===== src/sv/cclc_pkg.sv =====
`default_nettype none

package cclc_pkg;

  // Default width of the running totals
  localparam int DEFAULT_COUNT_WIDTH = 32;
  // Width of each result field on the port
  localparam int OUT_W = 32;
  // Per-line separator counter width
  localparam int LINE_SEP_W = 16;

  // Byte codes the lexer reacts to
  localparam logic [7:0] CH_DQUOTE = 8'h22;
  localparam logic [7:0] CH_SQUOTE = 8'h27;
  localparam logic [7:0] CH_SLASH  = 8'h2F;
  localparam logic [7:0] CH_STAR   = 8'h2A;
  localparam logic [7:0] CH_BSLASH = 8'h5C;
  localparam logic [7:0] CH_CR     = 8'h0D;
  localparam logic [7:0] CH_LF     = 8'h0A;
  localparam logic [7:0] CH_SEMI   = 8'h3B;
  localparam logic [7:0] CH_COMMA  = 8'h2C;
  localparam logic [7:0] CH_SPACE  = 8'h20;
  localparam logic [7:0] CH_TAB    = 8'h09;
  localparam logic [7:0] CH_VT     = 8'h0B;
  localparam logic [7:0] CH_FF     = 8'h0C;

  typedef enum logic [6:0] {
    MODE_PLAIN  = 7'b0000001,
    MODE_STRING = 7'b0000010,
    MODE_CHAR   = 7'b0000100,
    MODE_SLASH  = 7'b0001000,
    MODE_BLOCK  = 7'b0010000,
    MODE_LINE   = 7'b0100000,
    MODE_STAR   = 7'b1000000
  } lex_mode_t;

  typedef struct packed {
    logic [7:0] source_byte;
    logic       new_file;
  } in_beat_t;

  typedef struct packed {
    logic [OUT_W-1:0] raw_lines;
    logic [OUT_W-1:0] code_lines;
    logic [OUT_W-1:0] comment_count;
    logic [OUT_W-1:0] separator_count;
  } out_beat_t;

  typedef struct packed {
    lex_mode_t             lex_mode;
    logic                  escape_pending;
    logic                  line_has_code;
    logic                  code_before_slash;
    logic [LINE_SEP_W-1:0] line_separators;
  } lex_state_t;

  typedef struct packed {
    logic line_end;
    logic code_line;
    logic comment_open;
  } lex_event_t;

  localparam lex_state_t LEX_RESET = '{
    lex_mode:          MODE_PLAIN,
    escape_pending:    1'b0,
    line_has_code:     1'b0,
    code_before_slash: 1'b0,
    line_separators:   '0
  };

  function automatic logic is_space(input logic [7:0] b);
    logic r;
    case (b) inside
      CH_SPACE, CH_TAB, CH_LF, CH_VT, CH_FF, CH_CR: r = 1'b1;
      default:                                      r = 1'b0;
    endcase
    return r;
  endfunction

  function automatic logic is_separator(input logic [7:0] b);
    return (b == CH_SEMI) || (b == CH_COMMA);
  endfunction

  // Modes in which a byte stays on the line
  function automatic logic mode_keeps(input lex_mode_t m);
    return !((m == MODE_BLOCK) || (m == MODE_LINE) || (m == MODE_STAR));
  endfunction

  // Plain, or any code that is not one of the other modes
  function automatic logic mode_is_plain(input lex_mode_t m);
    return !((m == MODE_STRING) || (m == MODE_CHAR) || (m == MODE_SLASH) ||
             (m == MODE_BLOCK) || (m == MODE_LINE) || (m == MODE_STAR));
  endfunction

endpackage

`default_nettype wire


===== src/sv/cclc_lex.sv =====
`default_nettype none

module cclc_lex (
  input  cclc_pkg::lex_state_t cur,
  input  logic [7:0]           source_byte,
  output cclc_pkg::lex_state_t nxt,
  output cclc_pkg::lex_event_t ev
);

  logic       keep_b;
  logic       tail_en;
  logic       drop_b;
  logic       end_b;
  logic [7:0] quote_b;

  always_comb begin
    nxt     = cur;
    ev      = '0;
    keep_b  = 1'b0;
    tail_en = 1'b0;
    drop_b  = 1'b0;
    end_b   = 1'b0;
    quote_b = (cur.lex_mode == cclc_pkg::MODE_STRING) ? cclc_pkg::CH_DQUOTE
                                                      : cclc_pkg::CH_SQUOTE;

    if (cur.escape_pending) begin
      // Take the escaped byte literally in the current mode
      nxt.escape_pending = 1'b0;
      if (source_byte == cclc_pkg::CH_LF) begin
        end_b = 1'b1;
      end else begin
        keep_b = 1'b1;
      end
    end else if (source_byte != cclc_pkg::CH_CR) begin
      tail_en = 1'b1;
      unique case (cur.lex_mode)
        cclc_pkg::MODE_STRING, cclc_pkg::MODE_CHAR: begin
          if (source_byte == quote_b) begin
            nxt.lex_mode = cclc_pkg::MODE_PLAIN;
          end else if (source_byte == cclc_pkg::CH_BSLASH) begin
            keep_b             = 1'b1;
            nxt.escape_pending = 1'b1;
            tail_en            = 1'b0;
          end
        end
        cclc_pkg::MODE_SLASH: begin
          if (source_byte == cclc_pkg::CH_STAR) begin
            nxt.lex_mode      = cclc_pkg::MODE_BLOCK;
            ev.comment_open   = 1'b1;
            nxt.line_has_code = cur.code_before_slash;
          end else if (source_byte == cclc_pkg::CH_SLASH) begin
            nxt.lex_mode      = cclc_pkg::MODE_LINE;
            ev.comment_open   = 1'b1;
            nxt.line_has_code = cur.code_before_slash;
          end else begin
            nxt.lex_mode = cclc_pkg::MODE_PLAIN;
          end
        end
        cclc_pkg::MODE_BLOCK: begin
          if (source_byte == cclc_pkg::CH_STAR) begin
            nxt.lex_mode = cclc_pkg::MODE_STAR;
          end
        end
        cclc_pkg::MODE_STAR: begin
          if (source_byte == cclc_pkg::CH_SLASH) begin
            nxt.lex_mode = cclc_pkg::MODE_PLAIN;
            drop_b       = 1'b1;
          end else if (source_byte != cclc_pkg::CH_STAR) begin
            nxt.lex_mode = cclc_pkg::MODE_BLOCK;
          end
        end
        cclc_pkg::MODE_LINE: begin
          if (source_byte == cclc_pkg::CH_LF) begin
            nxt.lex_mode = cclc_pkg::MODE_PLAIN;
          end
        end
        default: begin
          nxt.lex_mode = cclc_pkg::MODE_PLAIN;
          if (source_byte == cclc_pkg::CH_DQUOTE) begin
            nxt.lex_mode = cclc_pkg::MODE_STRING;
          end else if (source_byte == cclc_pkg::CH_SQUOTE) begin
            nxt.lex_mode = cclc_pkg::MODE_CHAR;
          end else if (source_byte == cclc_pkg::CH_SLASH) begin
            nxt.code_before_slash = cur.line_has_code;
            nxt.lex_mode          = cclc_pkg::MODE_SLASH;
          end else if (source_byte == cclc_pkg::CH_BSLASH) begin
            keep_b             = 1'b1;
            nxt.escape_pending = 1'b1;
            tail_en            = 1'b0;
          end
        end
      endcase

      if (tail_en) begin
        if (source_byte == cclc_pkg::CH_LF) begin
          end_b = 1'b1;
        end else if (!drop_b && cclc_pkg::mode_keeps(nxt.lex_mode)) begin
          keep_b = 1'b1;
        end
      end
    end

    if (keep_b) begin
      if (!cclc_pkg::is_space(source_byte)) begin
        nxt.line_has_code = 1'b1;
      end
      if (cclc_pkg::is_separator(source_byte) && (cur.line_separators != '1)) begin
        nxt.line_separators = cur.line_separators + 1'b1;
      end
    end

    // Close the line: the mode after this byte decides whether it was code
    if (end_b) begin
      ev.line_end           = 1'b1;
      ev.code_line          = cclc_pkg::mode_is_plain(nxt.lex_mode) && cur.line_has_code;
      nxt.line_has_code     = 1'b0;
      nxt.code_before_slash = 1'b0;
      nxt.line_separators   = '0;
    end
  end

endmodule

`default_nettype wire


===== src/sv/c_comment_strip_line_counter_unit.sv =====
`default_nettype none

// C comment stripper and source line counter.
// Input channel (in_valid / in_stall / in_data): one beat carries one source
// byte and a new_file flag; new_file clears the lexer and all totals before
// that byte is taken. Output channel (out_valid / out_stall / out_data): one
// beat per input beat with the running raw line, code line, comment and
// separator totals after that byte, each saturating at COUNT_WIDTH bits and
// shown as its low 32 bits.
// cfg_wr_en / cfg_wr_data write the separator count enable; it is sampled at
// the newline that ends each line.
// An accepted byte waits in the input register; its totals go to the result
// register. Throughput: one byte per cycle unless out_stall holds a result,
// set by the single lexer step between the input and result registers.
// Reset (rst_n low, synchronous) empties both registers, returns the lexer
// to plain mode, clears the totals and the enable.
// While out_stall holds a result, one more byte can wait in the input
// register; in_stall rises only when both are full.
module c_comment_strip_line_counter_unit #(
  parameter int COUNT_WIDTH = cclc_pkg::DEFAULT_COUNT_WIDTH
) (
  input  logic                clk,
  input  logic                rst_n,
  input  logic                in_valid,
  output logic                in_stall,
  input  cclc_pkg::in_beat_t  in_data,
  output logic                out_valid,
  input  logic                out_stall,
  output cclc_pkg::out_beat_t out_data,
  input  logic                cfg_wr_en,
  input  logic                cfg_wr_data
);

  // Separator adds need room for the wider of the total and the line count
  localparam int SUM_W = ((COUNT_WIDTH > cclc_pkg::LINE_SEP_W) ? COUNT_WIDTH
                                                               : cclc_pkg::LINE_SEP_W) + 1;
  localparam logic [COUNT_WIDTH-1:0] CNT_MAX = {COUNT_WIDTH{1'b1}};
  localparam logic [SUM_W-1:0] CNT_MAX_EXT = {{(SUM_W-COUNT_WIDTH){1'b0}}, CNT_MAX};

  // Input register
  logic               s1_vld_r;
  cclc_pkg::in_beat_t s1_data_r;
  logic               s1_adv;

  // Lexer state and totals
  cclc_pkg::lex_state_t lex_r, lex_cur, lex_nxt;
  cclc_pkg::lex_event_t lex_ev;
  logic [COUNT_WIDTH-1:0] raw_r, code_r, cmt_r, sep_r;
  logic [COUNT_WIDTH-1:0] raw_cur, code_cur, cmt_cur, sep_cur;
  logic [COUNT_WIDTH-1:0] raw_nxt, code_nxt, cmt_nxt, sep_nxt;
  logic [SUM_W-1:0]       sep_sum;

  logic sep_en_r;

  // Result register
  logic                out_vld_r;
  cclc_pkg::out_beat_t out_data_r;
  cclc_pkg::out_beat_t out_data_nxt;

  // Advance the input beat whenever the result slot is free or being drained
  assign s1_adv   = s1_vld_r && (!out_vld_r || !out_stall);
  assign in_stall = s1_vld_r && out_vld_r && out_stall;

  // A new file starts from the reset state
  assign lex_cur  = s1_data_r.new_file ? cclc_pkg::LEX_RESET : lex_r;
  assign raw_cur  = s1_data_r.new_file ? '0 : raw_r;
  assign code_cur = s1_data_r.new_file ? '0 : code_r;
  assign cmt_cur  = s1_data_r.new_file ? '0 : cmt_r;
  assign sep_cur  = s1_data_r.new_file ? '0 : sep_r;

  cclc_lex u_lex (
    .cur         (lex_cur),
    .source_byte (s1_data_r.source_byte),
    .nxt         (lex_nxt),
    .ev          (lex_ev)
  );

  assign sep_sum = SUM_W'(sep_cur) + SUM_W'(lex_cur.line_separators);

  always_comb begin
    raw_nxt  = raw_cur;
    code_nxt = code_cur;
    cmt_nxt  = cmt_cur;
    sep_nxt  = sep_cur;
    if (lex_ev.line_end && (raw_cur != CNT_MAX)) begin
      raw_nxt = raw_cur + 1'b1;
    end
    if (lex_ev.code_line) begin
      if (code_cur != CNT_MAX) begin
        code_nxt = code_cur + 1'b1;
      end
      if (sep_en_r) begin
        sep_nxt = (sep_sum > CNT_MAX_EXT) ? CNT_MAX : sep_sum[COUNT_WIDTH-1:0];
      end
    end
    if (lex_ev.comment_open && (cmt_cur != CNT_MAX)) begin
      cmt_nxt = cmt_cur + 1'b1;
    end
  end

  // Truncate or zero-extend the totals to the port width
  always_comb begin
    out_data_nxt.raw_lines       = cclc_pkg::OUT_W'(raw_nxt);
    out_data_nxt.code_lines      = cclc_pkg::OUT_W'(code_nxt);
    out_data_nxt.comment_count   = cclc_pkg::OUT_W'(cmt_nxt);
    out_data_nxt.separator_count = cclc_pkg::OUT_W'(sep_nxt);
  end

  // Control state
  always_ff @(posedge clk) begin
    if (!rst_n) begin
      s1_vld_r  <= 1'b0;
      out_vld_r <= 1'b0;
      lex_r     <= cclc_pkg::LEX_RESET;
      raw_r     <= '0;
      code_r    <= '0;
      cmt_r     <= '0;
      sep_r     <= '0;
      sep_en_r  <= 1'b0;
    end else begin
      if (in_valid && !in_stall) begin
        s1_vld_r <= 1'b1;
      end else if (s1_adv) begin
        s1_vld_r <= 1'b0;
      end
      if (s1_adv) begin
        out_vld_r <= 1'b1;
        lex_r     <= lex_nxt;
        raw_r     <= raw_nxt;
        code_r    <= code_nxt;
        cmt_r     <= cmt_nxt;
        sep_r     <= sep_nxt;
      end else if (!out_stall) begin
        out_vld_r <= 1'b0;
      end
      if (cfg_wr_en) begin
        sep_en_r <= cfg_wr_data;
      end
    end
  end

  // Payload registers: load on accept, hold otherwise
  always_ff @(posedge clk) begin
    if (in_valid && !in_stall) begin
      s1_data_r <= in_data;
    end
    if (s1_adv) begin
      out_data_r <= out_data_nxt;
    end
  end

  assign out_valid = out_vld_r;
  assign out_data  = out_data_r;

`ifndef ASSERT_OFF
  // A code line is always also a raw line
  a_code_needs_end: assert property (@(posedge clk) disable iff (!rst_n)
    lex_ev.code_line |-> lex_ev.line_end)
    else $error("code line counted without a line end");

  // Code lines never outrun raw lines
  a_code_le_raw: assert property (@(posedge clk) disable iff (!rst_n)
    code_r <= raw_r)
    else $error("code line total exceeds raw line total");

  // The raw line total only grows within one file
  a_raw_monotonic: assert property (@(posedge clk) disable iff (!rst_n)
    (s1_adv && !s1_data_r.new_file) |=> (raw_r >= $past(raw_r)))
    else $error("raw line total went down without a new file");

  // An escape is only armed from plain, string or char mode
  a_escape_mode: assert property (@(posedge clk) disable iff (!rst_n)
    lex_r.escape_pending |-> ((lex_r.lex_mode == cclc_pkg::MODE_PLAIN) ||
                              (lex_r.lex_mode == cclc_pkg::MODE_STRING) ||
                              (lex_r.lex_mode == cclc_pkg::MODE_CHAR)))
    else $error("escape pending in a comment or slash mode");

  // Each advanced beat lands in the result register
  a_adv_to_out: assert property (@(posedge clk) disable iff (!rst_n)
    s1_adv |=> out_vld_r)
    else $error("advanced beat did not reach the result register");
`endif

endmodule

`default_nettype wire


===== config.mk =====
export PLATFORM = sky130hd
export DESIGN_NAME = c_comment_strip_line_counter_unit
export DESIGN_NICKNAME = d
export VERILOG_FILES = /design/src/sv/cclc_pkg.sv /design/src/sv/cclc_lex.sv /design/src/sv/c_comment_strip_line_counter_unit.sv
export SDC_FILE = /design/constraint.sdc
export NUM_CORES = 1
export LEC_CHECK = 0
export ABC_CLOCK_PERIOD_IN_PS = 8260
export BUFFER_PORTS_ARGS = -buffer_cell sky130_fd_sc_hd__buf_2
export CAP_MARGIN = 40
export CORE_MARGIN = 1
export CORE_UTILIZATION = 30
export DETAILED_ROUTE_END_ITERATION = 10
export PLACE_DENSITY_LB_ADDON = 0.08
export SETUP_SLACK_MARGIN = 0.2
export SLEW_MARGIN = 10
export SYNTH_ARGS = -nofsm -noshare
export SYNTH_HDL_FRONTEND = slang
export SYNTH_HIERARCHICAL = 1
export SYNTH_SLANG_ARGS = --single-unit

===== constraint.sdc =====
create_clock -name clk -period 8.26 [get_ports clk]
set_input_delay 1.652 -clock clk [delete_from_list [all_inputs] [get_ports clk]]
set_output_delay 1.652 -clock clk [all_outputs]
set_load 0.05 [all_outputs]

==> impl_metrics.csv, run 1 <==
group,metric,value,unit
route,dr.pass1.iters,5,
yosys,syn_nets,2021,
cells_and_area,final_nets,2097,
power,irDropWorstVdd,113,µV
sta,setup-tns-final,0,ps
yosys,ys_top_cells_by_area,"edfxtp_1, dfxtp_1, nand2_1",
power,leakage,6.68,nW
worst_setup_path,worstPathArrival,5890,ps
placement,place_congestion,0.840,
global_routing,gr-total-overflow,0,
clock_network,cts_tree,"yes",
placement,portBuffers,144,
die,rows,87,
yosys,synth_xor_xnor_area_share,5.71,%
worst_setup_path,worst_path_largest_cell_delay,610,ps
die,fp.dieH,241,µm
yosys,synth_top_family_by_area,"simple AND/OR/NAND/NOR gates",
clock_network,clkSinkCount,294,
sta,period_share,65.9,%
worst_setup_path,worst_path_max_delay_cell,"clkinv_1",
yosys,yosys.area_share.simple,27.8,%
worst_setup_path,cp-start-kind,"flop",
placement,dp_cells,2778,
sta,max_clock_freq,184,MHz
cells_and_area,fillers,5877,
clock_network,clock_tree.root_cell,"clkbuf_16",
sta,timing.slew.headroom,44.0,%
sta,rsz0062_at_grt,"false",
worst_setup_path,path_max_fanout,23,
clock_network,cts_buffers,37,
yosys,yosysTopAreaCellShare,24.0,%
global_routing,grt_pass1_wl,80.1,mm
route,wl,51.1,mm
route,drt_iter0_markers,947,
clock_network,worstSkewPairLatency,570,ps
sta,finalSetupViolations,0,
yosys,syn-cell-area,17200,µm²
die,initial_core_util,30.4,%
clock_network,clock_path_buffers,3,
global_routing,antenna_found_initial,1,
yosys,synth.distinct_cells,96,
route,viasPerCell,5.14,
yosys,async_reset_ff_share,0,%
sta,finalMaxSlewViolations,0,
placement,place_hpwl,33.7,mm
flow_run,cap_viol_max_count,0,
global_routing,grt_max_degree,174,
global_routing,grt.total_usage,17.5,%
yosys,synth-compound-area-share,17.6,%
sta,hold_viol_final,0,
global_routing,first_global_vias,13896,
worst_setup_path,crit_type,"reg -> reg",
route,dr_total_vias,14624,
die,dieArea,58200,µm²
clock_network,clkTransAtPathRegs,60,ps
route,drc_errors,0,
yosys,ys_seq_elements,294,
clock_network,htreeDepth,2,
yosys,synthAdderAreaFrac,1.57,%
die,die_width,241,µm
yosys,syn_avg_cell_area,8.65,µm²
worst_setup_path,cp_cell_sequence,"nor3b_4, nand4_2, clkinv_1, o221a_2, a32o_1, o21ai_0, a211oi_1, nor4_2, buf_4, nand2_1, nor2_1, o21a_1, nand3_1, mux2i_1, a311o_1",
yosys,muxShareOfSynthArea,1.44,%
die,core-area,56500,µm²
cells_and_area,diodes,0,
route,detail-route-antenna-nets,0,
yosys,yosys.area.top_type,"edfxtp_1",
cells_and_area,area_growth,14.8,%
route,wire_per_inst,18.0,µm
worst_setup_path,worstPathRequired,8700,ps
sta,worst_pin_slew,839,ps
worst_setup_path,critPathCaptureType,"flop",
placement,dp_slack,2720,ps
clock_network,post-cts-setup-buffer-count,0,
yosys,synthFlopType,"dfxtp_1",
cells_and_area,finalNonFillerCells,2846,
yosys,ys_warn_count,6,
yosys,synth_edf_count,137,
die,num_io_pins,145,
clock_network,cts-resized-gates,0,
sta,fin_crit,5450,ps
sta,finClkSkew,21.6,ps
hold_path,hold_path.class,"reg -> reg",
yosys,ys_seq_area_share,42.3,%
power,power_density,176,nW/µm²
yosys,synth_cells,1985,
clock_network,postCtsHoldBufs,0,
status,status,"complete, no violations",
cells_and_area,drive_gt1_share,13.4,%
sta,fin_ws,2810,ps
## path summary, 6_finish.rpt
path,startpoint,end,slack (ps),cells after the start
worst max-delay path,s1_data_r[4],sep_r[27],2810,15
worst min-delay path,sep_r[3],sep_r[3],460,2
worst max register to register,s1_data_r[4],sep_r[27],2810,15
worst min register to register,sep_r[3],sep_r[3],460,2
## report_power, final
| part | internal [mW] | total (mW) | leakage (nW) | switching [mW] |
|---|---|---|---|---|
| Combinational | 0.0511 | 0.275 | 3.59 | 0.224 |
| Sequential | 1.56 | 1.57 | 2.49 | 0.0159 |
| Clock | 0.952 | 1.63 | 0.594 | 0.675 |
| Total | 2.56 | 3.47 | 6.68 | 0.915 |
## flip-flops by register name, summed over array words and instances, names as in the netlist
register / count
sep_r: 32
out_valid: 1
lex_r: 26
out_data: 128
sep_en_r: 1
code_r: 32
s1_data_r: 9
cmt_r: 32
s1_vld_r: 1
raw_r: 32
## per-stage QoR
step	hold slack (ps)	util (%)	power, mW	instance area (µm²)
2_1_floorplan	430	-	1.80	17200
3_3_place_gp	438	32.7	1.88	18500
3_5_place_dp	454	32.8	1.88	18500
4_1_cts	462	34.9	3.54	19700
5_1_grt	477	34.9	3.61	19700
6_report	458	34.9	3.47	19700
## cell usage in the layout, fill, tap and decap left out, drive strengths merged, types with 8 or more instances in the layout
cell    synthesis  final
o21ai         178    178
a21oi          71     71
mux2i          18     18
a22oi          26     26
xnor2          74     74
edfxtp        137    137
clkinv          2     16
nand3          90     90
nor4           22     22
o31ai          19     19
or4             8      8
a21o           13     13
or3            19     19
inv            25     27
o21a           14     14
and2           22     22
ha             20     20
a21boi         63     63
nor2          140    140
nand2b         19     19
nand2         292    292
and3b          12     12
clkbuf         94     48
o211ai         10     10
nand4          44     44
and4           13     13
dfxtp         157    157
xor2           38     38
nor2b         112    112
buf            32    163
and3           36     36
nor3           43     43
a31oi          26     26
## kinds of logic after synthesis
family          Yosys count
compound gates          471
xor+xnor                112
fa+ha+maj                21
buf+inv                 153
flops                   294
mux                      24
simple gates            910
## per-layer routing
| metal | vias up | part of all wire (%) | GRT usage [%] |
|---|---|---|---|
| li1 | 7313 | - | - |
| met1 | 6977 | 49 | 24.6 |
| met2 | 262 | 45 | 27.7 |
| met3 | 72 | 3.5 | 2.22 |
| met4 | 0 | 2.3 | 5.43 |
| met5 | - | 0 | 0 |
## worst max-delay path, delay by kind of cell, from the launching register on
family | cells | cell delay, ps
AND/OR/NAND/NOR | 6 | 1990
AO/OA/AOI/OAI | 6 | 1830
buffers and inverters | 2 | 860
flip-flops | 1 | 470
multiplexers | 1 | 180
## cell type report
class | instances | area (µm²) | area share (%)
multi-input cells | 1538 | 9310 | 47.2
flip-flops and latches | 294 | 7260 | 36.8
clock buffers | 48 | 997 | 5.06
well taps | 756 | 946 | 4.80
repair buffers | 163 | 898 | 4.56
clock inverters | 20 | 201 | 1.02
inverters | 27 | 109 | 0.552
## cell usage after synthesis (38+ instances only)
cell type and number:
nand4_1 41, o21ai_0 173, nand2_1 291, a21boi_0 57, nor2b_1 112, dfxtp_1 157
xnor2_1 74, xor2_1 38, nand3_1 88, a21oi_1 67, edfxtp_1 137, nor2_1 140
clkbuf_1 92
Power figures use the tool's default switching activity.
==> run 2: changes to the inputs <==
--- a/config.mk
+++ b/config.mk
@@ -5,7 +5,7 @@
 export SDC_FILE = /design/constraint.sdc
 export NUM_CORES = 1
 export LEC_CHECK = 0
-export ABC_CLOCK_PERIOD_IN_PS = 8260
+export ABC_CLOCK_PERIOD_IN_PS = 5000
 export BUFFER_PORTS_ARGS = -buffer_cell sky130_fd_sc_hd__buf_2
 export CAP_MARGIN = 40
 export CORE_MARGIN = 1
==> constraint.sdc (replaced) <==
create_clock -name clk -period 5 [get_ports clk]
set_input_delay 1 -clock clk [delete_from_list [all_inputs] [get_ports clk]]
set_output_delay 1 -clock clk [all_outputs]
set_load 0.05 [all_outputs]
==> run 2 against run 1 <==
  * Sequential share of layout area is 0.55 points lower
  * Largest cell class unchanged
  * Highest routed layer unchanged
  * Clock power is 80% higher
  * Global-route usage hardly changed
  * Critical endpoint is now out_data[89]
==> impl_metrics.csv, run 2 (synthesis gave the netlist of run 1 again) <==
group,metric,value,unit
worst_setup_path,worst_path_most_repeated_cell,"nor4_2",
sta,finalSetupViolations,0,
sta,hold_viol_final,0,
status,status,"complete, no violations",
worst_setup_path,critPathCaptureType,"flop",
clock_network,cts_buffers,38,
die,num_io_pins,145,
cells_and_area,final_core_util,35.4,%
power,p_int,4.48,mW
cells_and_area,final_cell_mix,"nand2_1, o21ai_0, dfxtp_1",
worst_setup_path,worstPathArrival,4830,ps
worst_setup_path,worst-path-buf-inv,1,
hold_path,hold_path.class,"reg -> reg",
sta,period_share,90.6,%
placement,place_hpwl,33.9,mm
route,detail-route-antenna-nets,0,
sta,fin_crit,4530,ps
sta,worst_pin_slew,884,ps
clock_network,clkSinkCount,294,
route,wl,51.3,mm
clock_network,postCtsHoldBufs,0,
sta,rsz0062_at_grt,"true",
global_routing,grt.total_usage,17.5,%
flow_run,cap_viol_max_count,0,
power,seq_power_share,43.4,%
cells_and_area,layout_commonest_cell,"nand2_1",
worst_setup_path,worst_path_largest_cell_delay,570,ps
die,die_width,241,µm
cells_and_area,area_growth,16.6,%
power,p_switching,1.51,mW
power,irDropWorstVdd,227,µV
cells_and_area,drive_gt1_share,14.4,%
sta,finalMaxSlewViolations,0,
sta,timing.slew.headroom,40.7,%
power,sw_frac_of_total,25.3,%
global_routing,grt_pass1_wl,80.3,mm
worst_setup_path,cp-start-kind,"flop",
global_routing,first_global_vias,14104,
die,core-area,56500,µm²
clock_network,cts_tree,"yes",
route,wire_per_inst,17.9,µm
worst_setup_path,crit_type,"reg -> reg",
die,dieArea,58200,µm²
worst_setup_path,crit_cells,14,
sta,finClkSkew,18.2,ps
sta,max_clock_freq,221,MHz
worst_setup_path,worst_path_max_delay_cell,"or4_4",
die,fp.dieH,241,µm
placement,portBuffers,144,
route,drc_errors,0,
die,initial_core_util,30.4,%
power,power_density,299,nW/µm²
route,drt_iter0_markers,1069,
route,viasPerCell,5.15,
power,leakage,6.82,nW
worst_setup_path,path_max_fanout,14,
cells_and_area,largest_reg_flops,128,
worst_setup_path,cp_top_family,"simple AND/OR/NAND/NOR gates",
worst_setup_path,cp_cell_sequence,"or2_2, or4_4, or2_1, o221a_2, a32o_1, o21ai_0, a211oi_1, nor4_2, buf_4, nand4_1, a31o_2, nor4_2, nand3_1, xnor2_1",
hold_path,holdPathStages,2,
clock_network,clock_path_buffers,3,
power,clkPwrFrac,49.0,%
die,rows,87,
clock_network,htreeDepth,2,
power,power,5.99,mW
cells_and_area,final_nets,2116,
route,dr_total_vias,14769,
worst_setup_path,worstPathRequired,5310,ps
global_routing,grt_max_degree,169,
placement,place_congestion,0.835,
global_routing,antenna_found_initial,0,
clock_network,clkTransAtPathRegs,60,ps
power,p_comb_share,7.7,%
global_routing,gr-total-overflow,0,
clock_network,clock_tree.root_cell,"clkbuf_16",
route,dr.pass1.iters,5,
sta,setup-tns-final,0,ps
worst_setup_path,worstRegToRegCells,14,
clock_network,worstSkewPairLatency,560,ps
run 2: changes by cell type in the layout (fill, tap and decap cells not counted), moves of 3 or more:
cell and change:
bufinv_16 +4, clkinv_1 +3, buf_4 +16, clkinv_2 -7
run 2: per-layer routing:
layer,wire length [µm],track usage (%),vias up
met5,0,0,-
met4,1180,5.41,0
met3,1800,2.34,69
met2,23300,28.2,264
met1,25000,24.2,7109
li1,-,-,7327
run 2: path summary, 6_finish.rpt:
check / slack (ps) / to / start
max: 470 / out_data[89] / s1_data_r[0]
min: 460 / lex_r[2] / lex_r[2]
max reg2reg: 470 / out_data[89] / s1_data_r[0]
min reg2reg: 460 / lex_r[2] / lex_r[2]
run 2: power groups by stage:
stage | registers (mW) | clock network, mW | logic (mW)
3_3_place_gp | 2.65 | 0 | 0.464
3_5_place_dp | 2.65 | 0 | 0.466
6_report | 2.60 | 2.93 | 0.461
5_1_grt | 2.60 | 3.13 | 0.494
2_1_floorplan | 2.82 | 0 | 0.155
4_1_cts | 2.60 | 3.04 | 0.466
run 2: metrics by stage:
stage	hold slack, ps	cell area, µm²	instances	setup WS [ps]
floorplan	430	17200	1985	200
global placement	440	18700	2792	490
detailed placement	450	18700	2794	379
CTS	458	20000	2863	338
global route	482	20000	2865	184
finish	457	20000	2866	472
run 2: timing repair:
action / in CTS / in global routing
gates resized for setup: 0 / 5
buffers inserted: 0 / 2
endpoints found under the setup margin: 0 / 37
run 2: cell type report:
| cell class | count | area, µm² |
|---|---|---|
| diodes | 1 | 2.50 |
| clock buffers | 49 | 1030 |
| clock inverters | 20 | 282 |
| fillers | 5862 | 36500 |
| inverters | 27 | 109 |
| multi-input cells | 1538 | 9350 |
| flip-flops and latches | 294 | 7260 |
| well taps | 756 | 946 |
| repair buffers | 181 | 1040 |
run 2: worst reg2reg max path, delay by kind of cell, from the launching register on:
kind / cells / cell delay, ps
compound gates: 5 / 1120
simple gates: 7 / 2270
flops: 1 / 490
xor+xnor: 1 / 160
buf+inv: 1 / 230
